==> src/design/dlr_pkg.sv <==
`timescale 1ns / 1ps
// Shared constants and types of the direction LED ring renderer.
// No dependencies.
package dlr_pkg;

   localparam int RING_SIZE  = 12;
   localparam int CSR_IDX_W  = 3;
   localparam int CSR_DATA_W = 16;
   localparam int REQ_DATA_W = 64;
   localparam int REQ_USER_W = 3;
   localparam int RSP_DATA_W = 40;

   // register indexes of the configuration port
   localparam logic [CSR_IDX_W-1:0] REG_FIRST_LED     = 3'd0;
   localparam logic [CSR_IDX_W-1:0] REG_REVERSE_ORDER = 3'd1;
   localparam logic [CSR_IDX_W-1:0] REG_FAR_LEVEL     = 3'd2;
   localparam logic [CSR_IDX_W-1:0] REG_NEAR_LEVEL    = 3'd3;
   localparam logic [CSR_IDX_W-1:0] REG_STALE_LIMIT   = 3'd4;

   localparam logic [3:0]         RST_FIRST_LED   = 4'd0;
   localparam logic               RST_REVERSE     = 1'b0;
   localparam logic signed [11:0] RST_FAR_LEVEL   = -12'sd960;
   localparam logic signed [11:0] RST_NEAR_LEVEL  = -12'sd320;
   localparam logic [15:0]        RST_STALE_LIMIT = 16'd10;

   // estimate status codes
   localparam logic [1:0] STATUS_OK     = 2'd0;
   localparam logic [1:0] STATUS_ZENITH = 2'd1;

   localparam logic signed [12:0] ELEV_MAX   = 13'sd1440;
   // six full circles in 1/16 degree, keeps the negated azimuth positive
   localparam logic [16:0]        AZ_OFFSET  = 17'd34560;
   localparam logic [7:0]         FULL_BRIGHT = 8'd255;
   localparam logic [7:0]         WORD_TAG   = 8'd4;
   // floor(y/15) = (y*RECIP_15) >> 15 for y below 4096
   localparam logic [11:0]        RECIP_15   = 12'd2185;
   // floor(q/12) = (q*RECIP_12) >> 11 for q below 256
   localparam logic [7:0]         RECIP_12   = 8'd171;
   localparam logic [16:0]        HALF_SECTOR = 17'd240;
   localparam logic [3:0]         LAST_LED   = 4'd11;

   typedef enum logic [1:0] {
      MODE_DARK,
      MODE_ZENITH,
      MODE_SPLIT
   } mode_type;

endpackage

==> src/design/doa_led_ring_renderer.sv <==
`timescale 1ns / 1ps
// Direction LED ring renderer: turns direction estimates into twelve LED words.
// Depends on dlr_pkg.
//
// Usage:
//   req_* carries one direction estimate per transfer; rsp_* returns the
//   twelve words of the LED ring for it, physical positions 0 to 11 in order,
//   with rsp_tlast on position 11 and rsp_tuser set on every word when the
//   level window or first_led is invalid. csr_* writes one configuration
//   register per cycle; the user must write only while idle, unenforced.
// Pipeline:
//   An estimate runs through an eight-stage pipeline (level window, sector
//   reciprocal, four stages of a two-bit-per-stage divider for brightness,
//   share multiply, share rounding) and into the output register, which
//   sends its words. The output channel moves one word per cycle while
//   rsp_tready is high and so sets the throughput, twelve words per
//   estimate; the pipeline keeps up to eight more estimates queued.
// Reset restores the register defaults and empties the pipeline.
// When the receiver stalls the current word holds, the pipeline fills and
//   req_tready drops; nothing is lost or repeated.
module doa_led_ring_renderer (
   input  logic                          clock,
   input  logic                          reset,
   // [11:0] level, [24:12] elevation, [40:25] azimuth, [56:41] age
   input  logic [dlr_pkg::REQ_DATA_W-1:0] req_tdata,
   // [0] azimuth_ok, [2:1] status
   input  logic [dlr_pkg::REQ_USER_W-1:0] req_tuser,
   input  logic                          req_tvalid,
   output logic                          req_tready,
   // [3:0] led_index, [35:4] pixel_word
   output logic [dlr_pkg::RSP_DATA_W-1:0] rsp_tdata,
   // [0] bad_config
   output logic                          rsp_tuser,
   output logic                          rsp_tlast,
   output logic                          rsp_tvalid,
   input  logic                          rsp_tready,
   input  logic                          csr_wr_en,
   input  logic [dlr_pkg::CSR_IDX_W-1:0]  csr_index,
   input  logic [dlr_pkg::CSR_DATA_W-1:0] csr_wdata
);
   import dlr_pkg::*;

   function automatic logic [21:0] div_step(input logic [20:0] rem,
                                            input logic [12:0] d,
                                            input int          sh);
      logic [20:0] dsh;
      dsh = {8'd0, d} << sh;
      if (rem >= dsh) begin
         return {1'b1, rem - dsh};
      end
      return {1'b0, rem};
   endfunction

   // configuration registers
   logic [3:0]         first_led_ff;
   logic               reverse_ff;
   logic signed [11:0] far_ff;
   logic signed [11:0] near_ff;
   logic [15:0]        stale_ff;

   function automatic logic [3:0] phys_pos(input logic [3:0] l,
                                           input logic [3:0] f,
                                           input logic       rev);
      logic [4:0] s;
      if (rev) begin
         s = {1'b0, f} + 5'd12 - {1'b0, l};
      end else begin
         s = {1'b0, f} + {1'b0, l};
      end
      if (s >= 5'd12) begin
         s = s - 5'd12;
      end
      return s[3:0];
   endfunction

   always_ff @(posedge clock) begin
      if (reset) begin
         first_led_ff <= RST_FIRST_LED;
         reverse_ff   <= RST_REVERSE;
         far_ff       <= RST_FAR_LEVEL;
         near_ff      <= RST_NEAR_LEVEL;
         stale_ff     <= RST_STALE_LIMIT;
      end else if (csr_wr_en) begin
         case (csr_index)
            REG_FIRST_LED:     first_led_ff <= csr_wdata[3:0];
            REG_REVERSE_ORDER: reverse_ff   <= csr_wdata[0];
            REG_FAR_LEVEL:     far_ff       <= csr_wdata[11:0];
            REG_NEAR_LEVEL:    near_ff      <= csr_wdata[11:0];
            REG_STALE_LIMIT:   stale_ff     <= csr_wdata;
            default: ;
         endcase
      end
   end

   // input fields
   logic signed [11:0] in_level;
   logic signed [12:0] in_elev;
   logic signed [15:0] in_az;
   logic [15:0]        in_age;
   logic               in_az_ok;
   logic [1:0]         in_status;

   assign in_level  = req_tdata[11:0];
   assign in_elev   = req_tdata[24:12];
   assign in_az     = req_tdata[40:25];
   assign in_age    = req_tdata[56:41];
   assign in_az_ok  = req_tuser[0];
   assign in_status = req_tuser[2:1];

   logic advance;
   logic load;

   // stage valid bits
   logic [8:1] v_ff;
   logic [8:1] v_in;

   // stage 1: level window, mode, unfolded azimuth
   logic signed [12:0] s1_num_ff, s1_num_in;
   logic signed [12:0] s1_den_ff, s1_den_in;
   logic [16:0]        s1_x_ff, s1_x_in;
   mode_type           s1_mode_ff, s1_mode_in;
   logic               s1_bad_ff, s1_bad_in;

   // stage 2: clamp, dividend, sector quotient
   logic [20:0] s2_n_ff, s2_n_in;
   logic [12:0] s2_d_ff, s2_d_in;
   logic        s2_zero_ff, s2_zero_in;
   logic        s2_full_ff, s2_full_in;
   logic [7:0]  s2_q_ff, s2_q_in;
   logic [16:0] s2_x_ff, s2_x_in;
   mode_type    s2_mode_ff, s2_mode_in;
   logic        s2_bad_ff, s2_bad_in;

   // stages 3 to 6: brightness divider, two quotient bits per stage
   logic [20:0] s3_rem_ff, s3_rem_in, s4_rem_ff, s4_rem_in, s5_rem_ff, s5_rem_in;
   logic [12:0] s3_d_ff, s3_d_in, s4_d_ff, s4_d_in, s5_d_ff, s5_d_in;
   logic [7:0]  s3_qd_ff, s3_qd_in, s4_qd_ff, s4_qd_in, s5_qd_ff, s5_qd_in;
   logic [3:0]  s3_zf_ff, s3_zf_in;
   logic        s4_zero_ff, s4_zero_in, s4_full_ff, s4_full_in;
   logic        s5_zero_ff, s5_zero_in, s5_full_ff, s5_full_in;
   logic [7:0]  s3_q_ff, s3_q_in;
   logic [3:0]  s3_qq_ff, s3_qq_in;
   logic [8:0]  s3_r_ff, s3_r_in, s4_r_ff, s4_r_in, s5_r_ff, s5_r_in, s6_r_ff, s6_r_in;
   logic [3:0]  s4_a_ff, s4_a_in, s5_a_ff, s5_a_in, s6_a_ff, s6_a_in;
   mode_type    s3_mode_ff, s3_mode_in, s4_mode_ff, s4_mode_in;
   mode_type    s5_mode_ff, s5_mode_in, s6_mode_ff, s6_mode_in;
   logic        s3_bad_ff, s3_bad_in, s4_bad_ff, s4_bad_in;
   logic        s5_bad_ff, s5_bad_in, s6_bad_ff, s6_bad_in;
   logic [7:0]  s6_b_ff, s6_b_in;

   // stage 7: share product
   logic [16:0] s7_p_ff, s7_p_in;
   logic [16:0] s7_bx_ff, s7_bx_in;
   logic [7:0]  s7_b_ff, s7_b_in;
   logic [3:0]  s7_a_ff, s7_a_in;
   mode_type    s7_mode_ff, s7_mode_in;
   logic        s7_bad_ff, s7_bad_in;

   // stage 8: rounded shares
   logic [7:0]  s8_va_ff, s8_va_in;
   logic [7:0]  s8_vb_ff, s8_vb_in;
   logic [7:0]  s8_b_ff, s8_b_in;
   logic [3:0]  s8_a_ff, s8_a_in;
   mode_type    s8_mode_ff, s8_mode_in;
   logic        s8_bad_ff, s8_bad_in;

   always_comb begin
      logic [21:0] st_hi;
      logic [21:0] st_lo;
      logic [23:0] rq;
      logic [15:0] rqq;
      logic [16:0] q480;
      logic [7:0]  a_full;
      logic [16:0] tb;
      logic [16:0] ta;
      logic [23:0] pva;
      logic [23:0] pvb;

      v_in = {v_ff[7:1], req_tvalid};

      // stage 1
      s1_bad_in = (near_ff <= far_ff) || (first_led_ff >= 4'd12);
      s1_num_in = {in_level[11], in_level} - {far_ff[11], far_ff};
      s1_den_in = {near_ff[11], near_ff} - {far_ff[11], far_ff};
      s1_x_in   = AZ_OFFSET - {in_az[15], in_az};
      if (s1_bad_in || (in_age > stale_ff) || (in_elev < 13'sd0) ||
          (in_elev > ELEV_MAX)) begin
         s1_mode_in = MODE_DARK;
      end else if (in_status == STATUS_ZENITH) begin
         s1_mode_in = MODE_ZENITH;
      end else if (in_status == STATUS_OK && in_az_ok) begin
         s1_mode_in = MODE_SPLIT;
      end else begin
         s1_mode_in = MODE_DARK;
      end

      // stage 2: dividend 510*num + den over divisor 2*den
      s2_zero_in = (s1_num_ff <= 13'sd0);
      s2_full_in = (s1_num_ff >= s1_den_ff);
      s2_n_in    = {s1_num_ff[11:0], 9'd0} - {8'd0, s1_num_ff[11:0], 1'b0}
                   + {9'd0, s1_den_ff[11:0]};
      s2_d_in    = {s1_den_ff[11:0], 1'b0};
      rq         = {12'd0, s1_x_ff[16:5]} * {12'd0, RECIP_15};
      s2_q_in    = rq[22:15];
      s2_x_in    = s1_x_ff;
      s2_mode_in = s1_mode_ff;
      s2_bad_in  = s1_bad_ff;

      // stage 3: quotient bits 7 and 6, sector remainder
      st_hi      = div_step(s2_n_ff, s2_d_ff, 7);
      st_lo      = div_step(st_hi[20:0], s2_d_ff, 6);
      s3_rem_in  = st_lo[20:0];
      s3_qd_in   = {st_hi[21], st_lo[21], 6'd0};
      s3_d_in    = s2_d_ff;
      s3_zf_in   = {2'd0, s2_zero_ff, s2_full_ff};
      q480       = {s2_q_ff, 9'd0} - {4'd0, s2_q_ff, 5'd0};
      s3_r_in    = 9'(s2_x_ff - q480);
      s3_q_in    = s2_q_ff;
      rqq        = {8'd0, s2_q_ff} * {8'd0, RECIP_12};
      s3_qq_in   = rqq[14:11];
      s3_mode_in = s2_mode_ff;
      s3_bad_in  = s2_bad_ff;

      // stage 4: bits 5 and 4, sector index within the ring
      st_hi      = div_step(s3_rem_ff, s3_d_ff, 5);
      st_lo      = div_step(st_hi[20:0], s3_d_ff, 4);
      s4_rem_in  = st_lo[20:0];
      s4_qd_in   = {s3_qd_ff[7:6], st_hi[21], st_lo[21], 4'd0};
      s4_d_in    = s3_d_ff;
      s4_zero_in = s3_zf_ff[1];
      s4_full_in = s3_zf_ff[0];
      a_full     = s3_q_ff - {1'b0, s3_qq_ff, 3'd0} - {2'd0, s3_qq_ff, 2'd0};
      s4_a_in    = a_full[3:0];
      s4_r_in    = s3_r_ff;
      s4_mode_in = s3_mode_ff;
      s4_bad_in  = s3_bad_ff;

      // stage 5: bits 3 and 2
      st_hi      = div_step(s4_rem_ff, s4_d_ff, 3);
      st_lo      = div_step(st_hi[20:0], s4_d_ff, 2);
      s5_rem_in  = st_lo[20:0];
      s5_qd_in   = {s4_qd_ff[7:4], st_hi[21], st_lo[21], 2'd0};
      s5_d_in    = s4_d_ff;
      s5_zero_in = s4_zero_ff;
      s5_full_in = s4_full_ff;
      s5_a_in    = s4_a_ff;
      s5_r_in    = s4_r_ff;
      s5_mode_in = s4_mode_ff;
      s5_bad_in  = s4_bad_ff;

      // stage 6: bits 1 and 0, clamp
      st_hi      = div_step(s5_rem_ff, s5_d_ff, 1);
      st_lo      = div_step(st_hi[20:0], s5_d_ff, 0);
      if (s5_zero_ff) begin
         s6_b_in = 8'd0;
      end else if (s5_full_ff) begin
         s6_b_in = FULL_BRIGHT;
      end else begin
         s6_b_in = {s5_qd_ff[7:2], st_hi[21], st_lo[21]};
      end
      s6_a_in    = s5_a_ff;
      s6_r_in    = s5_r_ff;
      s6_mode_in = s5_mode_ff;
      s6_bad_in  = s5_bad_ff;

      // stage 7
      s7_p_in    = {9'd0, s6_b_ff} * {8'd0, s6_r_ff};
      s7_bx_in   = {s6_b_ff, 9'd0} - {4'd0, s6_b_ff, 5'd0};
      s7_b_in    = s6_b_ff;
      s7_a_in    = s6_a_ff;
      s7_mode_in = s6_mode_ff;
      s7_bad_in  = s6_bad_ff;

      // stage 8: round half up, divide by 480 as shift by 5 then by 15
      tb         = s7_p_ff + HALF_SECTOR;
      ta         = s7_bx_ff - s7_p_ff + HALF_SECTOR;
      pvb        = {12'd0, tb[16:5]} * {12'd0, RECIP_15};
      pva        = {12'd0, ta[16:5]} * {12'd0, RECIP_15};
      s8_vb_in   = pvb[22:15];
      s8_va_in   = pva[22:15];
      s8_b_in    = s7_b_ff;
      s8_a_in    = s7_a_ff;
      s8_mode_in = s7_mode_ff;
      s8_bad_in  = s7_bad_ff;
   end

   always_ff @(posedge clock) begin
      if (reset) begin
         v_ff <= '0;
      end else if (advance) begin
         v_ff <= v_in;
      end
   end

   always_ff @(posedge clock) begin
      if (advance) begin
         s1_num_ff  <= s1_num_in;  s1_den_ff  <= s1_den_in;  s1_x_ff    <= s1_x_in;
         s1_mode_ff <= s1_mode_in; s1_bad_ff  <= s1_bad_in;
         s2_n_ff    <= s2_n_in;    s2_d_ff    <= s2_d_in;    s2_zero_ff <= s2_zero_in;
         s2_full_ff <= s2_full_in; s2_q_ff    <= s2_q_in;    s2_x_ff    <= s2_x_in;
         s2_mode_ff <= s2_mode_in; s2_bad_ff  <= s2_bad_in;
         s3_rem_ff  <= s3_rem_in;  s3_d_ff    <= s3_d_in;    s3_qd_ff   <= s3_qd_in;
         s3_zf_ff   <= s3_zf_in;   s3_q_ff    <= s3_q_in;    s3_qq_ff   <= s3_qq_in;
         s3_r_ff    <= s3_r_in;    s3_mode_ff <= s3_mode_in; s3_bad_ff  <= s3_bad_in;
         s4_rem_ff  <= s4_rem_in;  s4_d_ff    <= s4_d_in;    s4_qd_ff   <= s4_qd_in;
         s4_zero_ff <= s4_zero_in; s4_full_ff <= s4_full_in; s4_a_ff    <= s4_a_in;
         s4_r_ff    <= s4_r_in;    s4_mode_ff <= s4_mode_in; s4_bad_ff  <= s4_bad_in;
         s5_rem_ff  <= s5_rem_in;  s5_d_ff    <= s5_d_in;    s5_qd_ff   <= s5_qd_in;
         s5_zero_ff <= s5_zero_in; s5_full_ff <= s5_full_in; s5_a_ff    <= s5_a_in;
         s5_r_ff    <= s5_r_in;    s5_mode_ff <= s5_mode_in; s5_bad_ff  <= s5_bad_in;
         s6_b_ff    <= s6_b_in;    s6_a_ff    <= s6_a_in;    s6_r_ff    <= s6_r_in;
         s6_mode_ff <= s6_mode_in; s6_bad_ff  <= s6_bad_in;
         s7_p_ff    <= s7_p_in;    s7_bx_ff   <= s7_bx_in;   s7_b_ff    <= s7_b_in;
         s7_a_ff    <= s7_a_in;    s7_mode_ff <= s7_mode_in; s7_bad_ff  <= s7_bad_in;
         s8_va_ff   <= s8_va_in;   s8_vb_ff   <= s8_vb_in;   s8_b_ff    <= s8_b_in;
         s8_a_ff    <= s8_a_in;    s8_mode_ff <= s8_mode_in; s8_bad_ff  <= s8_bad_in;
      end
   end

   // output register: one ring at a time, one word per transfer
   logic       busy_ff, busy_in;
   logic [3:0] cnt_ff, cnt_in;
   mode_type   h_mode_ff, h_mode_in;
   logic       h_bad_ff, h_bad_in;
   logic [7:0] h_b_ff, h_b_in, h_va_ff, h_va_in, h_vb_ff, h_vb_in;
   logic [3:0] h_p0_ff, h_p0_in, h_p6_ff, h_p6_in, h_pa_ff, h_pa_in, h_pb_ff, h_pb_in;
   logic       out_fire;
   logic       done;
   logic [31:0] word;

   assign out_fire = busy_ff && rsp_tready;
   assign done     = out_fire && (cnt_ff == LAST_LED);
   assign load     = v_ff[8] && (!busy_ff || done);
   assign advance  = !v_ff[8] || load;
   assign req_tready = advance;

   always_comb begin
      logic [3:0] a_next;
      a_next    = (s8_a_ff == LAST_LED) ? 4'd0 : s8_a_ff + 4'd1;
      h_bad_in  = s8_bad_ff;
      h_b_in    = s8_b_ff;
      h_va_in   = s8_va_ff;
      h_vb_in   = s8_vb_ff;
      h_mode_in = (s8_b_ff == 8'd0) ? MODE_DARK : s8_mode_ff;
      h_p0_in   = phys_pos(4'd0, first_led_ff, reverse_ff);
      h_p6_in   = phys_pos(4'd6, first_led_ff, reverse_ff);
      h_pa_in   = phys_pos(s8_a_ff, first_led_ff, reverse_ff);
      h_pb_in   = phys_pos(a_next, first_led_ff, reverse_ff);

      busy_in = busy_ff;
      cnt_in  = cnt_ff;
      if (load) begin
         busy_in = 1'b1;
         cnt_in  = 4'd0;
      end else if (done) begin
         busy_in = 1'b0;
      end else if (out_fire) begin
         cnt_in = cnt_ff + 4'd1;
      end
   end

   always_ff @(posedge clock) begin
      if (reset) begin
         busy_ff <= 1'b0;
         cnt_ff  <= 4'd0;
      end else begin
         busy_ff <= busy_in;
         cnt_ff  <= cnt_in;
      end
   end

   always_ff @(posedge clock) begin
      if (load) begin
         h_mode_ff <= h_mode_in; h_bad_ff <= h_bad_in;
         h_b_ff    <= h_b_in;    h_va_ff  <= h_va_in;  h_vb_ff <= h_vb_in;
         h_p0_ff   <= h_p0_in;   h_p6_ff  <= h_p6_in;
         h_pa_ff   <= h_pa_in;   h_pb_ff  <= h_pb_in;
      end
   end

   always_comb begin
      word = 32'd0;
      case (h_mode_ff)
         MODE_ZENITH: begin
            if (cnt_ff == h_p0_ff || cnt_ff == h_p6_ff) begin
               word = {WORD_TAG, h_b_ff, 16'd0};
            end
         end
         MODE_SPLIT: begin
            if (cnt_ff == h_pa_ff && h_va_ff != 8'd0) begin
               word = {WORD_TAG, 8'd0, h_va_ff, 8'd0};
            end else if (cnt_ff == h_pb_ff && h_vb_ff != 8'd0) begin
               word = {WORD_TAG, 8'd0, h_vb_ff, 8'd0};
            end
         end
         default: word = 32'd0;
      endcase
   end

   assign rsp_tvalid = busy_ff;
   assign rsp_tdata  = {4'd0, word, cnt_ff};
   assign rsp_tlast  = (cnt_ff == LAST_LED);
   assign rsp_tuser  = h_bad_ff;

   a_bad_dark: assert property (@(posedge clock) disable iff (reset)
      (rsp_tvalid && rsp_tuser) |-> (rsp_tdata[35:4] == 32'd0))
      else $error("word lit under a configuration error");

   a_cnt_step: assert property (@(posedge clock) disable iff (reset)
      (out_fire && cnt_ff != LAST_LED) |=> (cnt_ff == $past(cnt_ff) + 4'd1))
      else $error("word counter skipped or repeated a position");

   a_ring_end: assert property (@(posedge clock) disable iff (reset)
      (done && !v_ff[8]) |=> !rsp_tvalid)
      else $error("output still valid after the last word of a ring");

endmodule
==> config.mk <==
export PLATFORM = sky130hd
export DESIGN_NAME = doa_led_ring_renderer
export DESIGN_NICKNAME = d
export VERILOG_FILES = /design/src/design/dlr_pkg.sv /design/src/design/doa_led_ring_renderer.sv
export SDC_FILE = /design/constraint.sdc
export NUM_CORES = 1
export LEC_CHECK = 0
export BUFFER_PORTS_ARGS = -buffer_cell sky130_fd_sc_hd__buf_2
export CORE_UTILIZATION = 64
export DETAILED_ROUTE_END_ITERATION = 8
export GPL_ROUTABILITY_DRIVEN = 0
export GPL_TIMING_DRIVEN = 0
export PLACE_DENSITY = 0.88
export RECOVER_POWER = 100
export SYNTH_ARGS = -nofsm -noshare
export SYNTH_HDL_FRONTEND = slang
export SYNTH_SLANG_ARGS = --single-unit
==> constraint.sdc <==
create_clock -name clock -period 13.05 [get_ports clock]
set_input_delay 1.9575 -clock clock [delete_from_list [all_inputs] [get_ports clock]]
set_output_delay 1.9575 -clock clock [all_outputs]
set_load 0.01 [all_outputs]
==> flow_summary_export.csv, run 1 <==
group,metric,value,unit
clocking,clkTransAtPathRegs,0.06,ns
critical_path,critPathMaxFanout,79,
clocking,clockRootBuffer,"clkbuf_16",
floorplanning,initial_core_util,0.654,
timing,max_slew_margin,-1.71,
run,drv_cap,4,
clocking,cts_tree,"built",
yosys,synth_area_leader_cell,"edfxtp_1",
layout,nets,3965,
run_status,violations,"capacitance limit, slew limit",
yosys,synth_edf_count,404,
clocking,cts_max_level,2,
placement,dp_hpwl,55.1,mm
yosys,ys_warn_count,0,
critical_path,cp.required,13.32,ns
clocking,cts_inserted_buffers,48,
floorplanning,core,0.0506,mm2
clocking,cts_setup_buffers,0,
drt,drc_errors,0,
floorplanning,ioPinCount,135,
global_route,grt_pass1_wl,118,mm
critical_path,worstPathCellList,"clkbuf_1, nand2_1, nand2_1, inv_1, nand2_1, clkbuf_1, clkbuf_1, buf_16",
clocking,ctsHoldBuffers,0,
clocking,numClockSinks,462,
drt,totalWireLength,72.6,mm
floorplanning,fp.dieW,229,um
critical_path,path_class,"in -> reg",
drt,vias,23913,
drt,wl_per_cell,18.1,um
floorplanning,rows,82,
global_route,antenna_found_initial,0,
timing,final_max_slew_viol_count,263,
timing,skew,0.0253,ns
timing,layout_min_cycle_time,8.75,ns
drt,drt.antenna.violating_nets,0,
global_route,first_global_vias,24630,
clocking,cts_buffer_depth,3,
timing,fin_crit_sh,0.671,
timing,tightest_slew,4.06,ns
min_path,hp-class,"reg -> reg",
floorplanning,dieArea,0.0526,mm2
global_route,grt_max_degree,80,
yosys,syn-cell-area,0.0331,mm2
drt,viasPerCell,5.98,
critical_path,startpoint_type,"input port",
yosys,ys_ff_latch,462,
global_route,track_usage,0.275,
yosys,ys_types,83,
run_status,status,"finished, violations left",
yosys,postSynthAreaPerCell,10.6,um2
yosys,yosysTopAreaCellShare,0.367,
critical_path,worstSetupEndpointType,"flip-flop",
yosys,ys_seq_area_frac,0.402,
drt,dr.pass1.iters,8,
layout,fillers,3302,
timing,finalHoldViolCount,0,
critical_path,critical_path_arrival,9.02,ns
yosys,netlist_top_cells_area,"edfxtp_1 (37%), ha_1 (19%), fa_1 (5.6%), inv_1 (4.5%), xnor2_1 (4.1%)",
clocking,worstSkewPairLatency,0.61,ns
yosys,syn_inst,3109,
timing,setup_ws,4.30,ns
yosys,async_flop_share,0,
clocking,cts.repair.resized,0,
global_route,grt-ovfl-total,0,
timing,setup_viol,0,
drt,drtIter0Drc,1906,
timing,clock.fmax,0.114,GHz
yosys,synthFlopType,"edfxtp_1",
layout,layout-drive-gt1-share,0.0689,
timing,grt_setup_unrepaired,"false",
placement,io_buffers,107,
floorplanning,die_y,229,um
critical_path,slowest_delay,3.01,ns
critical_path,crit_slowest_cell,"clkbuf_1",
placement,pre_cts_ws,6.88,ns
layout,area_growth,8.91,%
## critical path, delay by kind of cell
family,cells,cell delay (ns)
AND/OR/NAND/NOR,3,1.04
buffers and inverters,5,5.90
## per-layer routing
| metal | share of wire | wire [um] | global-route usage | vias up |
|---|---|---|---|---|
| met4 | 0.036 | 2590 | 0.116 | 0 |
| met1 | 0.40 | 29100 | 0.330 | 11446 |
| met5 | 0 | 0 | 0 | - |
| li1 | - | - | - | 11295 |
| met2 | 0.51 | 36700 | 0.493 | 949 |
| met3 | 0.057 | 4160 | 0.0375 | 223 |
## path summary, 6_finish.rpt
check | start | to | slack (ns) | cells past startpoint
worst min-delay path | s5_r_ff[0] | s6_r_ff[0] | 0.39 | 0
worst min register to register | s5_r_ff[0] | s6_r_ff[0] | 0.39 | 0
worst max-delay path | rsp_tready | s3_rem_ff[16] | 4.30 | 8
worst max register to register | cnt_ff[3] | s3_rem_ff[16] | 4.75 | 9
## cell type report
cell class	count	area (um2)	share of cell area
inverters	395	1480	0.0412
diodes	1	2.50	0.0000695
clock buffers	62	1280	0.0356
well taps	672	841	0.0233
flip-flops and latches	462	13300	0.369
repair buffers	112	569	0.0158
multi-input cells	2201	18000	0.499
clock inverters	25	226	0.00629
plain buffers	69	332	0.00921
## cells by family after synthesis
group / synth area share
other: 0.000113
AND/OR/NAND/NOR: 0.112
flip-flops: 0.402
multiplexers: 0.0232
AO/OA/AOI/OAI: 0.106
XOR/XNOR: 0.0595
adder cells (fa/ha/maj): 0.242
buffers and inverters: 0.0555
## metrics by stage
stage                     area [um2]  hold WS, ns  instances  TNS [ns]   util
final                          36000        0.392       3999         0  0.712
after CTS                      36200        0.397       3998         0  0.715
after floorplan                33100        0.400       3127         0      -
after global placement         34500        0.400       3906   -188.55  0.682
after detailed placement       34700        0.405       3911         0  0.685
after global routing           36000        0.413       3998         0  0.712
## flip-flops by register name, summed over array words and instances (netlist names), 13 cells and up
name       count
s1_den_ff     13
s1_num_ff     13
s1_x_ff       17
s2_n_ff       21
s3_rem_ff     21
s4_rem_ff     21
s5_rem_ff     21
s7_p_ff       17
stale_ff      16
## cell usage in the layout (no fill, tap or decap), types with 68 or more instances in the layout
cell type	synthesis	layout
inv_1	394	394
nand2_1	220	220
ha_1	493	493
xnor2_1	154	154
buf_2	5	82
fa_1	92	92
clkbuf_1	40	87
edfxtp_1	404	404
nor2_1	196	196
xor2_1	68	68
a21oi_1	175	177
o21ai_0	103	103
## cells in the mapped netlist (all sizes together) (13+ instances only)
library cell and number:
a211o 14, a211oi 16, a21boi 13, a21o 49
a21oi 178, a31oi 16, and2 61, and3 16
buf 29, clkbuf 40, dfxtp 58, edfxtp 404
fa 92, ha 493, inv 395, mux2 38
mux2i 33, nand2 220, nand2b 27, nand3 42
nand3b 13, nand4 28, nor2 196, nor2b 39
nor3 50, nor4 20, o211ai 15, o21a 33
o21ai 104, o21bai 18, xnor2 154, xor2 68
Power of run 1 is left out: the tool's default activity adds up to more than one toggle a clock period on the data nets, which glitch-free logic cannot reach.
==> run 2, diff against run 1 <==
==> constraint.sdc (replaced) <==
create_clock -name clock -period 8.15 [get_ports clock]
set_input_delay 1.2225 -clock clock [delete_from_list [all_inputs] [get_ports clock]]
set_output_delay 1.2225 -clock clock [all_outputs]
set_load 0.01 [all_outputs]
==> run 2 against run 1 <==
The run still ends with capacitance limit, slew limit left. Worst hold slack better by 0.015 ns. Clock skew is 0.0027 ns higher. Cell area is 0.50% higher. Critical path type is now reg -> reg. Setup slack worse by 2.9 ns. Count of clock-buffer cells in the layout is 1 lower. Final cell count is 0.13% higher. First-iteration DRC count is 9.5% higher. Via count is 1.1% higher. Non-clock buffer count is 3 lower. Register-to-register slack worse by 3.4 ns. Utilization is 0.36 points higher.
==> flow_summary_export.csv, run 2 (synthesized netlist as in run 1, its figures left out) <==
group,metric,value,unit
run_status,status,"finished, violations left",
run_status,violations,"capacitance limit, slew limit",
drt,drc_errors,0,
global_route,track_usage,0.280,
timing,setup_ws,1.38,ns
clocking,cts_max_level,2,
drt,dr.pass1.iters,6,
critical_path,r2r-end,"s3_rem_ff[17]",
critical_path,critPathMaxFanout,10,
floorplanning,initial_core_util,0.654,
timing,final_max_slew_viol_count,305,
floorplanning,rows,82,
clocking,numClockSinks,462,
clocking,cts_tree,"built",
layout,finalNonFillerCells,4004,
drt,drtIter0Drc,2087,
floorplanning,core,0.0506,mm2
run,drv_cap,3,
global_route,grt_max_degree,142,
critical_path,r2r-start,"s2_n_ff[4]",
drt,vias,24168,
timing,max_slew_margin,-1.24,
clocking,cts.repair.resized,0,
layout,multiInputGateArea,0.0180,mm2
floorplanning,ioPinCount,135,
floorplanning,die_y,229,um
floorplanning,fp.dieW,229,um
layout,final_common_cell,"ha_1",
global_route,first_global_vias,25098,
timing,skew,0.0280,ns
clocking,cts_setup_buffers,0,
min_path,hp-start,"s5_r_ff[0]",
critical_path,crit_slowest_cell,"nor4_1",
critical_path,cpLargestDelayFamily,"compound AO/OA/AOI/OAI gates",
critical_path,slowest_delay,0.75,ns
min_path,holdPathEnd,"s6_r_ff[0]",
clocking,clkTransAtPathRegs,0.06,ns
drt,totalWireLength,73.1,mm
layout,regArea,0.0133,mm2
critical_path,worstSetupEndpointType,"flip-flop",
critical_path,path_buf_inv,3,
timing,clock.fmax,0.148,GHz
critical_path,critical_path_arrival,7.13,ns
placement,dp_cells,3908,
min_path,hp-class,"reg -> reg",
global_route,grt-ovfl-total,0,
critical_path,path_class,"reg -> reg",
timing,grt_setup_unrepaired,"false",
timing,setup_tns,0,ns
timing,fin_crit_sh,0.831,
drt,wl_per_cell,18.3,um
clocking,ctsHoldBuffers,0,
timing,finalHoldViolCount,0,
layout,fillers,3277,
global_route,antenna_found_initial,0,
global_route,grt_pass1_wl,121,mm
min_path,holdPathStages,0,
timing,layout_min_cycle_time,6.77,ns
clocking,clockRootBuffer,"clkbuf_16",
critical_path,cp.required,8.51,ns
clocking,cts_buffer_depth,3,
layout,final_cell_mix,"ha_1 (493), edfxtp_1 (404), inv_1 (394), nand2_1 (219), nor2_1 (196)",
critical_path,startpoint_type,"flip-flop",
placement,pre_cts_ws,1.99,ns
timing,hold_slack,0.407,ns
layout,diodes,0,
drt,viasPerCell,6.04,
placement,io_buffers,107,
layout,nets,3965,
drt,drt.antenna.violating_nets,0,
clocking,worstSkewPairLatency,0.63,ns
timing,tightest_slew,3.37,ns
placement,dp_hpwl,55.3,mm
critical_path,worstPathCellList,"or4_1, nor4_1, a2111oi_0, a21oi_1, clkbuf_1, mux2_2, ha_1, a21boi_0, o21ai_0, nand2_1, a41oi_1, a21oi_1, a21oi_1, and3_1, clkbuf_1, clkbuf_1, mux2_1",
floorplanning,dieArea,0.0526,mm2
layout,layout-drive-gt1-share,0.0735,
critical_path,rr_worst_depth,17,
critical_path,r2r_setup_slack,1.38,ns
layout,area_growth,9.45,%
timing,setup_viol,0,
clocking,cts_inserted_buffers,51,
-- run 2: worst max-delay path by stage --
| stage | start | to | slack [ns] | cells after the start |
|---|---|---|---|---|
| 5_1_grt | s2_n_ff[3] | s3_rem_ff[17] | 0.92 | 19 |
| 3_5_place_dp | s2_n_ff[3] | s3_rem_ff[17] | 1.99 | 17 |
| 3_3_place_gp | rsp_tready | req_tready | -1.05 | 6 |
| 2_1_floorplan | rsp_tready | req_tready | 1.16 | 4 |
| 4_1_cts | s7_p_ff[7] | h_va_in[6] | 1.92 | 24 |
| 6_report | s2_n_ff[4] | s3_rem_ff[17] | 1.38 | 17 |
-- run 2: worst reg2reg max path, stage by stage (launching register included) --
cell       delay [ns]
edfxtp_1         0.39
or4_1            0.50
nor4_1           0.75
a2111oi_0        0.34
a21oi_1          0.66
clkbuf_1         0.55
mux2_2           0.44
ha_1             0.33
a21boi_0         0.16
o21ai_0          0.24
nand2_1          0.12
a41oi_1          0.28
a21oi_1          0.15
a21oi_1          0.28
and3_1           0.20
clkbuf_1         0.19
clkbuf_1         0.53
mux2_1           0.41
-- run 2: per-layer routing --
metal / GRT usage / vias to the layer above / part of all wire / routed length [um]
met5: 0 / - / 0 / 0
met4: 0.126 / 0 / 0.042 / 3060
met3: 0.0369 / 266 / 0.060 / 4370
met2: 0.497 / 959 / 0.51 / 37000
met1: 0.338 / 11636 / 0.39 / 28700
li1: - / 11307 / - / -
-- run 2: per-stage QoR --
stage           util  instance area [um2]
4_1_cts        0.718                36300
3_5_place_dp   0.684                34600
5_1_grt        0.716                36200
2_1_floorplan      -                33100
3_3_place_gp   0.682                34500
6_report       0.716                36200
-- run 2: layout make-up --
type | instances | area share
Buffer | 69 | 0.00916
Clock buffer | 61 | 0.0380
Clock inverter | 35 | 0.00971
Inverter | 395 | 0.0410
Multi-Input combinational cell | 2201 | 0.497
Sequential cell | 462 | 0.367
Tap cell | 672 | 0.0232
Timing Repair Buffer | 109 | 0.0142
Power of run 2 is left out for the same reason.
